[src/hw/rtl/itoa_fmt_pkg.sv]
// Shared constants, command/status types and the digit-to-ASCII function.
package itoa_fmt_pkg;

  // Formatter sizing
  localparam int MAX_WIDTH   = 63;
  localparam int INT_BITS    = 16;
  localparam int DIGIT_SLOTS = 11;

  // Field widths
  localparam int VALUE_W = 32;
  localparam int CONV_W  = 2;
  localparam int FW_W    = 6;
  localparam int CHAR_W  = 8;
  localparam int DIGIT_W = 4;
  localparam int CNT_W   = $clog2(DIGIT_SLOTS + 1);
  localparam int IDX_W   = $clog2(DIGIT_SLOTS);

  // Mask of the short integer bits
  localparam logic [VALUE_W-1:0] LOW_MASK = VALUE_W'((64'd1 << INT_BITS) - 64'd1);

  // ceil(2^35 / 10): floor(v * RECIP10 / 2^35) == v / 10 for every 32-bit v
  localparam logic [VALUE_W-1:0] RECIP10     = 32'hCCCC_CCCD;
  localparam int                 RECIP_SHIFT = 35;

  // ASCII codes
  localparam logic [CHAR_W-1:0] CHAR_ZERO    = 8'h30;
  localparam logic [CHAR_W-1:0] CHAR_SPACE   = 8'h20;
  localparam logic [CHAR_W-1:0] CHAR_MINUS   = 8'h2D;
  localparam logic [CHAR_W-1:0] CHAR_LOWER_A = 8'h61;
  localparam logic [CHAR_W-1:0] CHAR_UPPER_A = 8'h41;

  // Conversion codes
  typedef enum logic [CONV_W-1:0] {
    CONV_SDEC = 2'd0,
    CONV_UDEC = 2'd1,
    CONV_HEXL = 2'd2,
    CONV_HEXU = 2'd3
  } conv_t;

  // Controller to datapath commands
  typedef struct packed {
    logic load;
    logic div_step;
    logic emit;
  } dp_cmd_t;

  // Datapath to controller status
  typedef struct packed {
    logic div_done;
    logic emit_last;
  } dp_status_t;

  // One digit (0..15) to its ASCII character
  function automatic logic [CHAR_W-1:0] digit_char(input logic [DIGIT_W-1:0] d,
                                                   input logic upper);
    logic [CHAR_W-1:0] dz;
    dz = {{(CHAR_W-DIGIT_W){1'b0}}, d};
    if (d < DIGIT_W'(10)) begin
      digit_char = CHAR_ZERO + dz;
    end else if (upper) begin
      digit_char = CHAR_UPPER_A + dz - 8'd10;
    end else begin
      digit_char = CHAR_LOWER_A + dz - 8'd10;
    end
  endfunction

endpackage

[src/hw/rtl/itoa_fmt_ctrl.sv]
// Sequencing state machine: load, division steps, character emission.
module itoa_fmt_ctrl
  import itoa_fmt_pkg::*;
(
  input  logic       clk,
  input  logic       rst_n,
  input  logic       start,
  output logic       busy,
  input  dp_status_t status,
  output dp_cmd_t    cmd
);

  typedef enum logic [2:0] {
    ST_IDLE = 3'b001,
    ST_DIV  = 3'b010,
    ST_EMIT = 3'b100
  } state_t;

  state_t state_r, state_nxt;

  // Next state and commands
  always_comb begin
    state_nxt    = state_r;
    cmd.load     = 1'b0;
    cmd.div_step = 1'b0;
    cmd.emit     = 1'b0;
    case (state_r)
      ST_IDLE: begin
        if (start) begin
          cmd.load  = 1'b1;
          state_nxt = ST_DIV;
        end
      end
      ST_DIV: begin
        cmd.div_step = 1'b1;
        if (status.div_done) begin
          state_nxt = ST_EMIT;
        end
      end
      ST_EMIT: begin
        cmd.emit = 1'b1;
        if (status.emit_last) begin
          state_nxt = ST_IDLE;
        end
      end
      default: begin
        state_nxt = ST_IDLE;
      end
    endcase
  end

  always_ff @(posedge clk) begin
    if (!rst_n) begin
      state_r <= ST_IDLE;
    end else begin
      state_r <= state_nxt;
    end
  end

  assign busy = (state_r != ST_IDLE);

endmodule

[config.mk]
export PLATFORM = sky130hd
export DESIGN_NAME = itoa_fmt_ctrl
export DESIGN_NICKNAME = d
export VERILOG_FILES = /design/src/hw/rtl/itoa_fmt_pkg.sv /design/src/hw/rtl/itoa_fmt_ctrl.sv
export SDC_FILE = /design/constraint.sdc
export NUM_CORES = 1
export LEC_CHECK = 0
export BUFFER_PORTS_ARGS = -buffer_cell sky130_fd_sc_hd__buf_2
export CAP_MARGIN = 20
export CORE_AREA = 2 2 39 41
export CTS_BUF_LIST = sky130_fd_sc_hd__clkbuf_4 sky130_fd_sc_hd__clkbuf_8
export DETAILED_ROUTE_END_ITERATION = 10
export DIE_AREA = 0 0 41 43
export GPL_ROUTABILITY_DRIVEN = 0
export SYNTH_ARGS = -nofsm -noshare
export SYNTH_HDL_FRONTEND = slang
export SYNTH_SLANG_ARGS = --single-unit
[constraint.sdc]
create_clock -name clk -period 3.3 [get_ports clk]
set_input_delay 0.33 -clock clk [delete_from_list [all_inputs] [get_ports clk]]
set_output_delay 0.33 -clock clk [all_outputs]
set_load 0.02 [all_outputs]
**Word level (Yosys, flattened, before mapping)**

Index checks and enable logic that the tools add are counted.

- Equality and inequality tests: 7
- Multiplexer cells: 8
- Reduce and logical (&&, ||, !) cells: 1

Operators with widths:

| operator | count |
|---|---|
| $mux 3 | 3 |
| $pmux 3 s3 | 1 |
| $ne 2x2->1 const B | 3 |
| $mux 1 | 4 |
| $eq 3x1->1 const B | 1 |
| $eq 3x2->1 const B | 1 |
| $eq 3x3->1 const B | 1 |
| $ne 3x1->1 const B | 1 |
| $reduce_and 3->1 | 1 |

- Register bits after elaboration: 3
- Bits of input ports: 5
- Output and inout port bits: 4
- Word-level logic and storage cells: 17

**Depth between registers and ports, before layout**

- Depth after elaboration: 3
- Mapped depth: 2

**Worst setup path after synthesis**

Ideal clock, no wire load.

- Path kind: flip-flop to flip-flop
- Start: reg state_r[1]
- End: reg state_r[2]
- Arrival: 1.307 ns
- Required time: 3.238 ns
- Slack: 1.931 ns
- Cell stages (with the launch flop): 3
- Cells stage by stage: dfxtp_1 > nor3b_1 > o2111a_1

- Longest elaborated chain between the ends: 3

RTL lines:

| what | RTL line | source |
|---|---|---|
| start, declared | itoa_fmt_ctrl.sv:19 | `state_t state_r, state_nxt;` |
| start signal, assigned | itoa_fmt_ctrl.sv:56 | `state_r <= state_nxt;` |
| $eq 3x2->1 (tied with other cells) | itoa_fmt_ctrl.sv:27 | `case (state_r)` |
| $ne 2x2->1 (no source line) | n/a |  |
| $reduce_and 3->1 (no source line) | n/a |  |

Several ways; a longest one is shown, not always the timed one.
A chain may end at the register's enable or synchronous reset.

**Worst setup path after layout**

- Start: reg state_r[0]
- End: out busy

- Longest elaborated chain between the ends: 1

RTL lines:

| what | RTL line | source |
|---|---|---|
| $ne 3x1->1 | itoa_fmt_ctrl.sv:60 | `assign busy = (state_r != ST_IDLE);` |
| end, declared | itoa_fmt_ctrl.sv:8 | `output logic busy,` |

Every way passes these cells.

==> impl_metrics.ini <==
[yosys]
synthTopCellsByCount = dfxtp_1, nor3b_1, nor4b_1, or4b_1
synth_top_area_cell = dfxtp_1
synth_seq_area_share = 0.375
syn-num-nets = 19
ys_ff_latch = 3
synth_most_common_cell = dfxtp_1
synth-edff-count = 0
synth_top_area_share = 0.375
yosys_warnings = 0
post_synth.cell_area_avg_um2 = 11.4
netlist_instances = 14
async_reset_ff_frac = 0
syn_area_um2 = 160
synthTopCellsByArea = dfxtp_1, or4b_1, nor4b_1
synth_flop_cell = dfxtp_1
ys_types = 9

[clock_network]
cts_hold_buf = 0
cts_made_buffers = 3
postCtsSetupRepairBufs = 0
clockBufferDepth = 2
cts_tree = done
clk_latency_ns = 0.23
path_clk_slew_ns = 0.04
clock_sinks = 3
h-tree-depth = 1
root_buffer = clkbuf_4
cts-resized-gates = 0

[power]
ir_drop_v = 0.000177
leakage_nw = 0.106
switching_share = 0.232
switchingPower_w = 0.0000304
combPwrFrac = 0.131
clkPwrFrac = 0.551
p_seq_frac = 0.318
p_int_w = 0.000101
p_per_area_nw_per_um2 = 524

[critical_path]
worstPathCellList = or3b_2, buf_2
cp_max_fo = 8
cp-endpoint = busy
worstPathArrival_ns = 1.27
slowest_stage = or3b_2
cp-end-kind = output pin
cp_top_family = simple AND/OR/NAND/NOR gates
start_kind = flip-flop
worst-path-stages = 2
max_stage_delay_ns = 0.45
critPathBufInv = 1
startpoint = state_r[0]$_SDFFE_PN1P_
rr_endpoint = state_r[2]$_SDFFE_PN0P_
reg2regPathDepth = 2
r2r_start = state_r[2]$_SDFFE_PN0P_
crit_type = flip-flop to output pin
critPathRequiredTime_ns = 2.97
ff2ff_setup_slack_ns = 2.15

[cells_and_area]
top_register = state_r
fin_area_um2 = 250
utilization = 0.181
num_antenna_cells = 0
nets = 32
drive_gt1_frac = 0.538
top_regs = state_r x3
largest_reg_flops = 3
syn2layout_area_growth_pct = 56.2

[drt]
viasPerCell = 4.10
dr.pass1.iters = 2
antenna_left = 0
routedWlPerCell_um = 9.05
drt_wl_total_um = 380
drt-initial-drc-count = 3
drc_errors = 0
vias = 172

[floorplanning]
initial_core_util = 0.116
rows = 14
die_area_um2 = 1760
die_w_um = 41
num_io_pins = 9
die_h_um = 43
core_um2 = 1380

[global_routing]
grt.total_usage = 0.0541
grt_pass1_vias = 171
grt_first_pass_wirelength_um = 662
grt_max_degree = 9
grt-ovfl-total = 0
antenna_found_initial = 0

[timing]
period_share = 0.486
max_freq_ghz = 0.624
finClkSkew_ns = 0.000426
tightest_slew_ns = 0.439
max_slew_margin = 0.703
drv_slew = 0
setup_viol = 0
whs_ns = 0.305
setup_slack_ns = 1.70
hold_viol_final = 0
setup_tns_ns = 0
period_minus_slack_ns = 1.60
rsz0062_at_grt = no

[run]
maxCapViolations = 0

[min_path]
hold_class = primary input to flip-flop
hp-start = rst_n

[placement]
io_buffers = 8
place_area_um2 = 220
dp_slack_ns = 1.92

[run_status]
status = finished, final reports clean
-- layer usage --
metal,global-route usage,wire length (um)
met3,0.0157,28
met4,0.0400,0
met5,0,0
met1,0.0703,184
met2,0.0719,166
-- through the flow --
stage | power (W) | cells
after global routing | 0.000140 | 42
after global placement | 0.0000594 | 38
after detailed placement | 0.0000596 | 38
after CTS | 0.000135 | 42
final | 0.000131 | 42
after floorplan | 0.0000523 | 14
-- cells by family (layout without fill, tap and decap cells) --
kind of cell | after synthesis | in the layout | synth area share
AOI/OAI and AO/OA | 3 | 3 | 0.164
buffers and inverters | 0 | 12 | 0
DFF | 3 | 3 | 0.375
and+or+nand+nor | 8 | 8 | 0.461
-- final cells by class --
class | count | area [um2]
Fill cell | 155 | 1130
Multi-Input combinational cell | 11 | 100
Sequential cell | 3 | 60.1
Timing Repair Buffer | 8 | 40.0
Clock buffer | 4 | 30.0
Tap cell | 16 | 20.0
-- power by group through the flow --
stage,Clock [W],Combinational (W),Sequential (W)
after global routing,0.0000794,0.0000188,0.0000420
after floorplan,0,0.0000110,0.0000413
after global placement,0,0.0000171,0.0000423
after CTS,0.0000757,0.0000174,0.0000417
final,0.0000722,0.0000171,0.0000417
after detailed placement,0,0.0000173,0.0000423
-- worst register-to-register path: stages (launching register included) --
cell	delay, ns
dfxtp_1	0.35
or4b_1	0.54
o2111a_1	0.15
-- layout by cell type, fill, tap and decap left out --
cell	n
and4bb_2	1
buf_2	8
clkbuf_4	4
dfxtp_1	3
nor3b_1	2
nor4b_1	2
o2111a_1	1
o21a_1	1
o31ai_1	1
or3b_2	1
or4b_1	2
-- worst min-delay path by stage --
stage / cells past startpoint / to / slack [ns]
floorplan: 1 / state_r[0]$_SDFFE_PN1P_ / 0.40
global placement: 2 / state_r[0]$_SDFFE_PN1P_ / 0.54
detailed placement: 2 / state_r[0]$_SDFFE_PN1P_ / 0.54
CTS: 2 / state_r[0]$_SDFFE_PN1P_ / 0.30
global route: 2 / state_r[0]$_SDFFE_PN1P_ / 0.31
finish: 2 / state_r[0]$_SDFFE_PN1P_ / 0.30
(Power assumes the default switching activity.)
